--- src/hdl/pdvd_pkg.sv ---
package pdvd_pkg;

  localparam int unsigned PhaseW = 10;

  typedef enum logic [PhaseW-1:0] {
    PH_MIN_X   = 10'b00_0000_0001,
    PH_MIN_Y   = 10'b00_0000_0010,
    PH_NPOLY   = 10'b00_0000_0100,
    PH_NPTS    = 10'b00_0000_1000,
    PH_FIRST_X = 10'b00_0001_0000,
    PH_FIRST_Y = 10'b00_0010_0000,
    PH_DELTA_X = 10'b00_0100_0000,
    PH_DELTA_Y = 10'b00_1000_0000,
    PH_DONE    = 10'b01_0000_0000,
    PH_DRAIN   = 10'b10_0000_0000
  } phase_e;

  typedef enum logic [1:0] {
    KIND_POINT      = 2'd0,
    KIND_EMPTY_POLY = 2'd1,
    KIND_EMPTY_SET  = 2'd2,
    KIND_ERROR      = 2'd3
  } kind_e;

  typedef enum logic [1:0] {
    ERR_NONE      = 2'd0,
    ERR_TRUNCATED = 2'd1,
    ERR_TRAILING  = 2'd2,
    ERR_OVERLONG  = 2'd3
  } err_e;

  // Varint byte limits: last byte index for counts and for 64-bit values
  localparam logic [3:0] CountLastPos = 4'd4;
  localparam logic [3:0] WideLastPos  = 4'd9;

  typedef struct packed {
    logic [7:0] data_byte;
    logic       end_of_payload;
  } item_t;

  typedef struct packed {
    kind_e              kind;
    logic signed [63:0] x;
    logic signed [63:0] y;
    logic [31:0]        polygon_number;
    logic [31:0]        point_number;
    logic               last_in_polygon;
    logic               last_in_set;
    err_e               error_code;
  } res_t;

endpackage

--- src/hdl/pdvd_in_if.sv ---
interface pdvd_in_if;
  logic       valid;
  logic       ready;
  logic [7:0] data_byte;
  logic       end_of_payload;

  modport source (output valid, output data_byte, output end_of_payload, input ready);
  modport sink (input valid, input data_byte, input end_of_payload, output ready);
endinterface

--- src/hdl/pdvd_out_if.sv ---
interface pdvd_out_if;
  logic               valid;
  logic               ready;
  logic [1:0]         kind;
  logic signed [63:0] x;
  logic signed [63:0] y;
  logic [31:0]        polygon_number;
  logic [31:0]        point_number;
  logic               last_in_polygon;
  logic               last_in_set;
  logic [1:0]         error_code;

  modport source (
    output valid, output kind, output x, output y, output polygon_number,
    output point_number, output last_in_polygon, output last_in_set,
    output error_code, input ready
  );
  modport sink (
    input valid, input kind, input x, input y, input polygon_number,
    input point_number, input last_in_polygon, input last_in_set,
    input error_code, output ready
  );
endinterface

--- src/hdl/pdvd_in_stage.sv ---
module pdvd_in_stage
  import pdvd_pkg::*;
(
  input  logic         clk_i,
  input  logic         rst_ni,
  input  logic         in_valid_i,
  input  item_t        in_item_i,
  output logic         in_ready_o,
  input  logic         advance_i,
  output logic         item_valid_o,
  output item_t        item_o
);

  logic  valid_q;
  item_t item_q;

  assign in_ready_o   = !valid_q || advance_i;
  assign item_valid_o = valid_q;
  assign item_o       = item_q;

  always_ff @(posedge clk_i or negedge rst_ni) begin
    if (!rst_ni) begin
      valid_q <= 1'b0;
    end else if (in_ready_o) begin
      valid_q <= in_valid_i;
    end
  end

  always_ff @(posedge clk_i) begin
    if (in_ready_o && in_valid_i) begin
      item_q <= in_item_i;
    end
  end

endmodule

--- src/hdl/pdvd_core.sv ---
module pdvd_core
  import pdvd_pkg::*;
(
  input  logic  clk_i,
  input  logic  rst_ni,
  input  logic  advance_i,
  input  item_t item_i,
  output logic  res_valid_o,
  output res_t  res_o
);

  phase_e      phase_q, phase_d;
  logic [63:0] acc_q, acc_d;
  logic [3:0]  pos_q, pos_d;
  logic [63:0] min_x_q, min_x_d, min_y_q, min_y_d;
  logic [31:0] poly_left_q, poly_left_d, pts_left_q, pts_left_d;
  logic [31:0] poly_seen_q, poly_seen_d, pt_seen_q, pt_seen_d;
  logic [63:0] prev_x_q, prev_x_d, prev_y_q, prev_y_d;
  logic [63:0] pend_x_q, pend_x_d;

  logic [7:0]  b;
  logic        eop;
  logic        is_count;
  logic [3:0]  last_pos;
  logic        bad_bits;
  logic [5:0]  shamt;
  logic [63:0] acc_new;
  logic [63:0] unzig_v;
  logic [63:0] add_base;
  logic [63:0] add_val;
  logic [63:0] sum;
  logic        err;
  logic        clear;

  assign b        = item_i.data_byte;
  assign eop      = item_i.end_of_payload;
  assign is_count = (phase_q == PH_NPOLY) || (phase_q == PH_NPTS);
  assign last_pos = is_count ? CountLastPos : WideLastPos;
  assign bad_bits = is_count ? (|b[7:4]) : (|b[7:1]);
  assign shamt    = 6'({2'b00, pos_q} * 6'd7);
  assign acc_new  = acc_q | (64'({57'd0, b[6:0]}) << shamt);
  assign unzig_v  = (acc_new >> 1) ^ {64{acc_new[0]}};

  // One shared 64-bit adder for all coordinate sums
  always_comb begin
    case (phase_q)
      PH_FIRST_X: begin add_base = min_x_q;  add_val = acc_new; end
      PH_FIRST_Y: begin add_base = min_y_q;  add_val = acc_new; end
      PH_DELTA_X: begin add_base = prev_x_q; add_val = unzig_v; end
      default:    begin add_base = prev_y_q; add_val = unzig_v; end
    endcase
  end
  assign sum = add_base + add_val;

  always_comb begin
    phase_d     = phase_q;
    acc_d       = acc_q;
    pos_d       = pos_q;
    min_x_d     = min_x_q;
    min_y_d     = min_y_q;
    poly_left_d = poly_left_q;
    pts_left_d  = pts_left_q;
    poly_seen_d = poly_seen_q;
    pt_seen_d   = pt_seen_q;
    prev_x_d    = prev_x_q;
    prev_y_d    = prev_y_q;
    pend_x_d    = pend_x_q;
    res_valid_o = 1'b0;
    res_o       = '{kind: KIND_POINT, error_code: ERR_NONE, default: '0};
    err         = 1'b0;
    clear       = 1'b0;

    if (phase_q == PH_DRAIN) begin
      clear = eop;
    end else if (phase_q == PH_DONE) begin
      res_valid_o      = 1'b1;
      res_o.kind       = KIND_ERROR;
      res_o.error_code = ERR_TRAILING;
      phase_d          = PH_DRAIN;
      clear            = eop;
    end else begin
      if (pos_q == last_pos && bad_bits) begin
        res_valid_o      = 1'b1;
        res_o.kind       = KIND_ERROR;
        res_o.error_code = ERR_OVERLONG;
        err              = 1'b1;
      end else if (b[7]) begin
        acc_d = acc_new;
        pos_d = pos_q + 4'd1;
      end else begin
        acc_d = '0;
        pos_d = '0;
        unique case (phase_q)
          PH_MIN_X: begin
            min_x_d = unzig_v;
            phase_d = PH_MIN_Y;
          end
          PH_MIN_Y: begin
            min_y_d = unzig_v;
            phase_d = PH_NPOLY;
          end
          PH_NPOLY: begin
            poly_left_d = acc_new[31:0];
            poly_seen_d = '0;
            if (acc_new[31:0] == 32'd0) begin
              phase_d           = PH_DONE;
              res_valid_o       = 1'b1;
              res_o.kind        = KIND_EMPTY_SET;
              res_o.last_in_set = 1'b1;
            end else begin
              phase_d = PH_NPTS;
            end
          end
          PH_NPTS: begin
            pts_left_d = acc_new[31:0];
            pt_seen_d  = '0;
            if (acc_new[31:0] == 32'd0) begin
              poly_seen_d           = poly_seen_q + 32'd1;
              poly_left_d           = poly_left_q - 32'd1;
              phase_d               = (poly_left_q == 32'd1) ? PH_DONE : PH_NPTS;
              res_valid_o           = 1'b1;
              res_o.kind            = KIND_EMPTY_POLY;
              res_o.polygon_number  = poly_seen_q;
              res_o.last_in_polygon = 1'b1;
              res_o.last_in_set     = (poly_left_q == 32'd1);
            end else begin
              phase_d = PH_FIRST_X;
            end
          end
          PH_FIRST_X, PH_DELTA_X: begin
            pend_x_d = sum;
            phase_d  = (phase_q == PH_FIRST_X) ? PH_FIRST_Y : PH_DELTA_Y;
          end
          PH_FIRST_Y, PH_DELTA_Y: begin
            prev_x_d             = pend_x_q;
            prev_y_d             = sum;
            pt_seen_d            = pt_seen_q + 32'd1;
            pts_left_d           = pts_left_q - 32'd1;
            res_valid_o          = 1'b1;
            res_o.kind           = KIND_POINT;
            res_o.x              = pend_x_q;
            res_o.y              = sum;
            res_o.polygon_number = poly_seen_q;
            res_o.point_number   = pt_seen_q;
            if (pts_left_q == 32'd1) begin
              // Last point closes the polygon
              poly_seen_d           = poly_seen_q + 32'd1;
              poly_left_d           = poly_left_q - 32'd1;
              phase_d               = (poly_left_q == 32'd1) ? PH_DONE : PH_NPTS;
              res_o.last_in_polygon = 1'b1;
              res_o.last_in_set     = (poly_left_q == 32'd1);
            end else begin
              phase_d = PH_DELTA_X;
            end
          end
          default: begin
            phase_d = phase_q;
          end
        endcase
      end

      if (err) begin
        phase_d = PH_DRAIN;
        clear   = eop;
      end else if (eop) begin
        // Payload ended before the set closed: report truncation instead
        if (phase_d != PH_DONE) begin
          res_valid_o      = 1'b1;
          res_o            = '{kind: KIND_ERROR, error_code: ERR_TRUNCATED, default: '0};
        end
        clear = 1'b1;
      end
    end

    if (clear) begin
      phase_d     = PH_MIN_X;
      acc_d       = '0;
      pos_d       = '0;
      min_x_d     = '0;
      min_y_d     = '0;
      poly_left_d = '0;
      pts_left_d  = '0;
      poly_seen_d = '0;
      pt_seen_d   = '0;
      prev_x_d    = '0;
      prev_y_d    = '0;
      pend_x_d    = '0;
    end
  end

  always_ff @(posedge clk_i or negedge rst_ni) begin
    if (!rst_ni) begin
      phase_q     <= PH_MIN_X;
      acc_q       <= '0;
      pos_q       <= '0;
      min_x_q     <= '0;
      min_y_q     <= '0;
      poly_left_q <= '0;
      pts_left_q  <= '0;
      poly_seen_q <= '0;
      pt_seen_q   <= '0;
      prev_x_q    <= '0;
      prev_y_q    <= '0;
      pend_x_q    <= '0;
    end else if (advance_i) begin
      phase_q     <= phase_d;
      acc_q       <= acc_d;
      pos_q       <= pos_d;
      min_x_q     <= min_x_d;
      min_y_q     <= min_y_d;
      poly_left_q <= poly_left_d;
      pts_left_q  <= pts_left_d;
      poly_seen_q <= poly_seen_d;
      pt_seen_q   <= pt_seen_d;
      prev_x_q    <= prev_x_d;
      prev_y_q    <= prev_y_d;
      pend_x_q    <= pend_x_d;
    end
  end

endmodule

--- src/hdl/pdvd_out_stage.sv ---
module pdvd_out_stage
  import pdvd_pkg::*;
(
  input  logic clk_i,
  input  logic rst_ni,
  input  logic load_i,
  input  logic res_valid_i,
  input  res_t res_i,
  output logic free_o,
  output logic out_valid_o,
  input  logic out_ready_i,
  output res_t res_o
);

  logic valid_q;
  res_t res_q;

  assign free_o      = !valid_q || out_ready_i;
  assign out_valid_o = valid_q;
  assign res_o       = res_q;

  always_ff @(posedge clk_i or negedge rst_ni) begin
    if (!rst_ni) begin
      valid_q <= 1'b0;
    end else if (load_i) begin
      valid_q <= res_valid_i;
    end else if (out_ready_i) begin
      valid_q <= 1'b0;
    end
  end

  always_ff @(posedge clk_i) begin
    if (load_i && res_valid_i) begin
      res_q <= res_i;
    end
  end

endmodule

--- src/hdl/polygon_delta_varint_decoder_top.sv ---
// Polygon delta-varint decoder: takes one payload byte per item and returns at
// most one result per byte (a point, an empty polygon, an empty set or an
// error). A byte is taken every cycle while the result side keeps up; a byte
// passes through an input register, a combinational decode against the running
// state (varint shift-or and one shared 64-bit adder), and a result register,
// which loads the decode result only when it is empty or being read out.
// The rate of one byte per cycle, while the result side keeps up, is set by
// the decode state register, which each byte updates.
module polygon_delta_varint_decoder_top
  import pdvd_pkg::*;
(
  input  logic       clk_i,
  input  logic       rst_ni,
  pdvd_in_if.sink    in_i,
  pdvd_out_if.source out_o
);

  item_t in_item;
  item_t item;
  logic  item_valid;
  logic  advance;
  logic  free;
  logic  res_valid;
  res_t  res;
  res_t  res_out;

  assign in_item.data_byte      = in_i.data_byte;
  assign in_item.end_of_payload = in_i.end_of_payload;
  assign advance                = item_valid && free;

  pdvd_in_stage u_in_stage (
    .clk_i        (clk_i),
    .rst_ni       (rst_ni),
    .in_valid_i   (in_i.valid),
    .in_item_i    (in_item),
    .in_ready_o   (in_i.ready),
    .advance_i    (advance),
    .item_valid_o (item_valid),
    .item_o       (item)
  );

  pdvd_core u_core (
    .clk_i       (clk_i),
    .rst_ni      (rst_ni),
    .advance_i   (advance),
    .item_i      (item),
    .res_valid_o (res_valid),
    .res_o       (res)
  );

  pdvd_out_stage u_out_stage (
    .clk_i       (clk_i),
    .rst_ni      (rst_ni),
    .load_i      (advance),
    .res_valid_i (res_valid),
    .res_i       (res),
    .free_o      (free),
    .out_valid_o (out_o.valid),
    .out_ready_i (out_o.ready),
    .res_o       (res_out)
  );

  assign out_o.kind            = res_out.kind;
  assign out_o.x               = res_out.x;
  assign out_o.y               = res_out.y;
  assign out_o.polygon_number  = res_out.polygon_number;
  assign out_o.point_number    = res_out.point_number;
  assign out_o.last_in_polygon = res_out.last_in_polygon;
  assign out_o.last_in_set     = res_out.last_in_set;
  assign out_o.error_code      = res_out.error_code;

endmodule

--- src/flat_wrapper.sv ---
// flat-port wrapper written by rule: the top's interface ports become plain ports
module polygon_delta_varint_decoder_top_flat import pdvd_pkg::*;
  (clk_i, rst_ni, in_i_valid, in_i_data_byte, in_i_end_of_payload, in_i_ready, out_o_valid, out_o_kind, out_o_x, out_o_y, out_o_polygon_number, out_o_point_number, out_o_last_in_polygon, out_o_last_in_set, out_o_error_code, out_o_ready);
  pdvd_in_if in_i_i ();
  pdvd_out_if out_o_i ();
  input  logic clk_i;
  input  logic rst_ni;
  input wire logic [$bits(in_i_i.valid)-1:0] in_i_valid;
  input wire logic [$bits(in_i_i.data_byte)-1:0] in_i_data_byte;
  input wire logic [$bits(in_i_i.end_of_payload)-1:0] in_i_end_of_payload;
  output wire logic [$bits(in_i_i.ready)-1:0] in_i_ready;
  output wire logic [$bits(out_o_i.valid)-1:0] out_o_valid;
  output wire logic [$bits(out_o_i.kind)-1:0] out_o_kind;
  output wire logic [$bits(out_o_i.x)-1:0] out_o_x;
  output wire logic [$bits(out_o_i.y)-1:0] out_o_y;
  output wire logic [$bits(out_o_i.polygon_number)-1:0] out_o_polygon_number;
  output wire logic [$bits(out_o_i.point_number)-1:0] out_o_point_number;
  output wire logic [$bits(out_o_i.last_in_polygon)-1:0] out_o_last_in_polygon;
  output wire logic [$bits(out_o_i.last_in_set)-1:0] out_o_last_in_set;
  output wire logic [$bits(out_o_i.error_code)-1:0] out_o_error_code;
  input wire logic [$bits(out_o_i.ready)-1:0] out_o_ready;
  assign in_i_i.valid = in_i_valid;
  assign in_i_i.data_byte = in_i_data_byte;
  assign in_i_i.end_of_payload = in_i_end_of_payload;
  assign in_i_ready = in_i_i.ready;
  assign out_o_valid = out_o_i.valid;
  assign out_o_kind = out_o_i.kind;
  assign out_o_x = out_o_i.x;
  assign out_o_y = out_o_i.y;
  assign out_o_polygon_number = out_o_i.polygon_number;
  assign out_o_point_number = out_o_i.point_number;
  assign out_o_last_in_polygon = out_o_i.last_in_polygon;
  assign out_o_last_in_set = out_o_i.last_in_set;
  assign out_o_error_code = out_o_i.error_code;
  assign out_o_i.ready = out_o_ready;
  polygon_delta_varint_decoder_top u_core (.clk_i(clk_i), .rst_ni(rst_ni), .in_i(in_i_i), .out_o(out_o_i));
endmodule
--- config.mk ---
export PLATFORM = sky130hd
export DESIGN_NAME = polygon_delta_varint_decoder_top_flat
export DESIGN_NICKNAME = d
export VERILOG_FILES = /design/src/hdl/pdvd_pkg.sv /design/src/hdl/pdvd_in_if.sv /design/src/hdl/pdvd_out_if.sv /design/src/hdl/pdvd_in_stage.sv /design/src/hdl/pdvd_core.sv /design/src/hdl/pdvd_out_stage.sv /design/src/hdl/polygon_delta_varint_decoder_top.sv /design/src/flat_wrapper.sv
export SDC_FILE = /design/constraint.sdc
export NUM_CORES = 2
export LEC_CHECK = 0
export ABC_CLOCK_PERIOD_IN_PS = 13800
export BUFFER_PORTS_ARGS = -buffer_cell sky130_fd_sc_hd__buf_2
export CAP_MARGIN = 20
export CORE_MARGIN = 2
export CORE_UTILIZATION = 40
export CTS_CLUSTER_SIZE = 16
export DETAILED_ROUTE_END_ITERATION = 10
export SYNTH_ARGS = -nofsm -noshare
export SYNTH_HDL_FRONTEND = slang
export SYNTH_SLANG_ARGS = --single-unit
--- constraint.sdc ---
create_clock -name clk_i -period 13.8 [get_ports clk_i]
set_input_delay 2.07 -clock clk_i [delete_from_list [all_inputs] [get_ports clk_i]]
set_output_delay 2.07 -clock clk_i [all_outputs]
set_load 0.1 [all_outputs]
==> flow_summary.json <==
{
  "synth_cells": 3796,
  "crit_start": "u_core.u_core.pos_q[0]",
  "wl_per_cell_um": 22.1,
  "die_h_um": 312,
  "min_path_type": "reg2reg",
  "vdd_drop_max_mv": 0.0870,
  "cp_num_buf_inv": 7,
  "cts_htree_levels": 3,
  "fin_setup_tns_ps": 0,
  "critPathKind": "reg2reg",
  "r2r_cells": 28,
  "whs_path_depth": 2,
  "io_pins": 213,
  "rr_startpoint": "u_core.u_core.pos_q[0]",
  "ff_latch_area_um2": 19400,
  "cts_hold_buf": 0,
  "crit_slowest_cell": "a2111oi_0",
  "cts.sinks": 735,
  "cp_max_fo": 30,
  "finalHoldWorstSlack_ps": 480,
  "dp_slack_ps": 4810,
  "worstPathRequired_ps": 14200,
  "syn_avg_cell_area_um2": 9.97,
  "post_cts_buffers": 0,
  "placed_area_um2": 40300,
  "fin_skew_ps": 34.6,
  "critical-path-max-stage-delay_ps": 900,
  "ant_nets": 0,
  "ys_seq_area_share_pct": 51.4,
  "rr_endpoint": "u_core.u_out_stage.res_o[130]",
  "first_pass_iters": 8,
  "netlist.area_leader.share_pct": 34.9,
  "async_reset_ff_share_pct": 71.8,
  "vias": 30751,
  "drt_wl_total_um": 116000,
  "ys.flop_type": "dfrtp_1",
  "grt_pass1_wl_um": 181000,
  "synth_top_area_cell": "dfrtp_1",
  "hold_start": "u_core.u_core.min_x_q[21]",
  "antenna-diode-count": 0,
  "fin_crit_ps": 9050,
  "hold_end": "u_core.u_core.min_x_q[21]",
  "ys_ff_latch": 735,
  "fillCellCount": 8821,
  "nets": 4019,
  "area_growth_pct": 14.5,
  "drv_cap": 0,
  "post-route-util_pct": 46.3,
  "hpwl_um": 75000,
  "core_region_area_um2": 93500,
  "maxClockFrequency_mhz": 110,
  "cpMostUsedCell": "inv_1",
  "antenna_found_initial": 2,
  "worst_pin_slew_ps": 1210,
  "viasPerCell": 5.86,
  "cp_top_family": "compound AO/OA/AOI/OAI gates",
  "io_buffers": 212,
  "row_count": 112,
  "stdcell_area_um2": 43300,
  "p_per_area_nw_per_um2": 148,
  "drcViolationCount": 0,
  "regToRegSetupSlack_ps": 4750,
  "ys_top_cells_by_area": "dfrtp_1 (35%), edfxtp_1 (16%), a21oi_1 (4.4%)",
  "post-route-period-util_pct": 65.6,
  "drv_slew": 0,
  "grt_overflow_total": 0,
  "slew_headroom_pct": 19.0,
  "endpoint_kind": "register",
  "grt_max_degree": 153,
  "status": "complete, no violations",
  "finalWorstSetupSlack_ps": 4750,
  "start_util_pct": 40.5,
  "grt.total_usage_pct": 23.6,
  "p_leak_nw": 18.5,
  "cts_tree": "yes",
  "die-area_um2": 97100,
  "arrival_ps": 9450,
  "final_hold_viol_count": 0,
  "cts-root-buf": "clkbuf_16",
  "ys_types": 82,
  "rsz0062_at_grt": "false",
  "synthTopCellsByCount": "dfrtp_1 (527), nand2_1 (366), a21oi_1 (335)",
  "yosysWarnings": 0,
  "grt_pass1_vias": 29855,
  "clkTransAtPathRegs_ps": 60,
  "synth.net_count": 3890,
  "synth_edf_count": 207,
  "drtIter0Drc": 3191,
  "cts_resized": 0,
  "start_kind": "register",
  "multiInputGateArea_um2": 17300,
  "die_w_um": 312,
  "finalSetupViolCount": 0,
  "clockBufferDepth": 3,
  "place.gp.congestion": 0.926,
  "final_layout_size_suffix_gt1_share_pct": 14.2,
  "synth_area_um2": 37800,
  "yosysMostFrequentCell": "dfrtp_1",
  "clk_latency_ps": 660,
  "cts_inserted_buffers": 85
}
-- how the worst max path moves through the flow --
stage | to | cells after the start | slack, ps
after detailed placement | u_core.u_out_stage.res_o[130] | 28 | 4810
after floorplan | u_core.u_out_stage.res_o[0] | 27 | 3490
after global placement | u_core.u_out_stage.res_o[130] | 28 | 4930
after CTS | u_core.u_out_stage.res_o[130] | 28 | 4780
final | u_core.u_out_stage.res_o[130] | 28 | 4750
after global routing | u_core.u_out_stage.res_o[130] | 28 | 4220
-- final cells by class --
class | instances | share of cell area [%]
flip-flops and latches | 735 | 44.9
inverters | 53 | 0.477
clock inverters | 47 | 1.37
clock buffers | 112 | 5.45
multi-input cells | 2745 | 40.0
well taps | 1254 | 3.62
repair buffers | 305 | 4.19
-- tightest hold or removal path: cells and delay by family, from the launching register on --
| family | cells | cell delay (ps) |
|---|---|---|
| compound gates | 1 | 50 |
| simple gates | 1 | 50 |
| flops | 1 | 340 |
-- power by group --
part | switching [W] | leakage (nW) | internal [W]
clock | 0.000948 | 1.44 | 0.00145
combinational | 0.00103 | 7.82 | 0.000427
sequential | 0.000114 | 9.23 | 0.00243
total | 0.00209 | 18.5 | 0.00431
-- per-layer routing --
metal	routed length, µm	global-route usage, %	vias to the layer above
li1	-	-	14183
met3	7250	3.32	191
met4	3470	7.91	0
met1	51300	32.4	15279
met5	0	0	-
met2	54100	38.1	1098
-- state kept, by name, indices dropped and copies added (netlist names), 9 cells and up --
name,count
u_core.u_in_stage.item_o,9
u_core.u_core.pend_x_q,64
u_core.u_core.min_x_q,64
u_core.u_core.acc_q,64
u_core.u_core.poly_left_q,32
u_core.u_out_stage.res_o,198
u_core.u_core.min_y_q,64
u_core.u_core.poly_seen_q,32
u_core.u_core.phase_q,10
u_core.u_core.prev_x_q,64
u_core.u_core.prev_y_q,64
u_core.u_core.pt_seen_q,32
u_core.u_core.pts_left_q,32
-- placed cells by master (no fill, tap or decap), types with 89 or more instances in the layout --
cell type,n
dfrtp_1,527
a22o_1,149
buf_2,211
nor2_1,322
a21oi_1,335
buf_4,89
edfxtp_1,207
nand2_1,363
and2_1,192
o21ai_0,290
-- per-stage QoR --
| stage | total power (W) | cells |
|---|---|---|
| floorplan | 0.00359 | 3796 |
| global placement | 0.00401 | 5089 |
| detailed placement | 0.00402 | 5090 |
| CTS | 0.00644 | 5249 |
| global route | 0.00667 | 5251 |
| finish | 0.00640 | 5251 |
-- cells by family after synthesis --
family | synth area share [%]
compound gates | 20.0
simple gates | 15.7
flops | 51.4
mux | 3.68
buf+inv | 3.19
fa+ha+maj | 2.78
xor+xnor | 3.38
No activity file was read; power rests on OpenSTA's default activity.
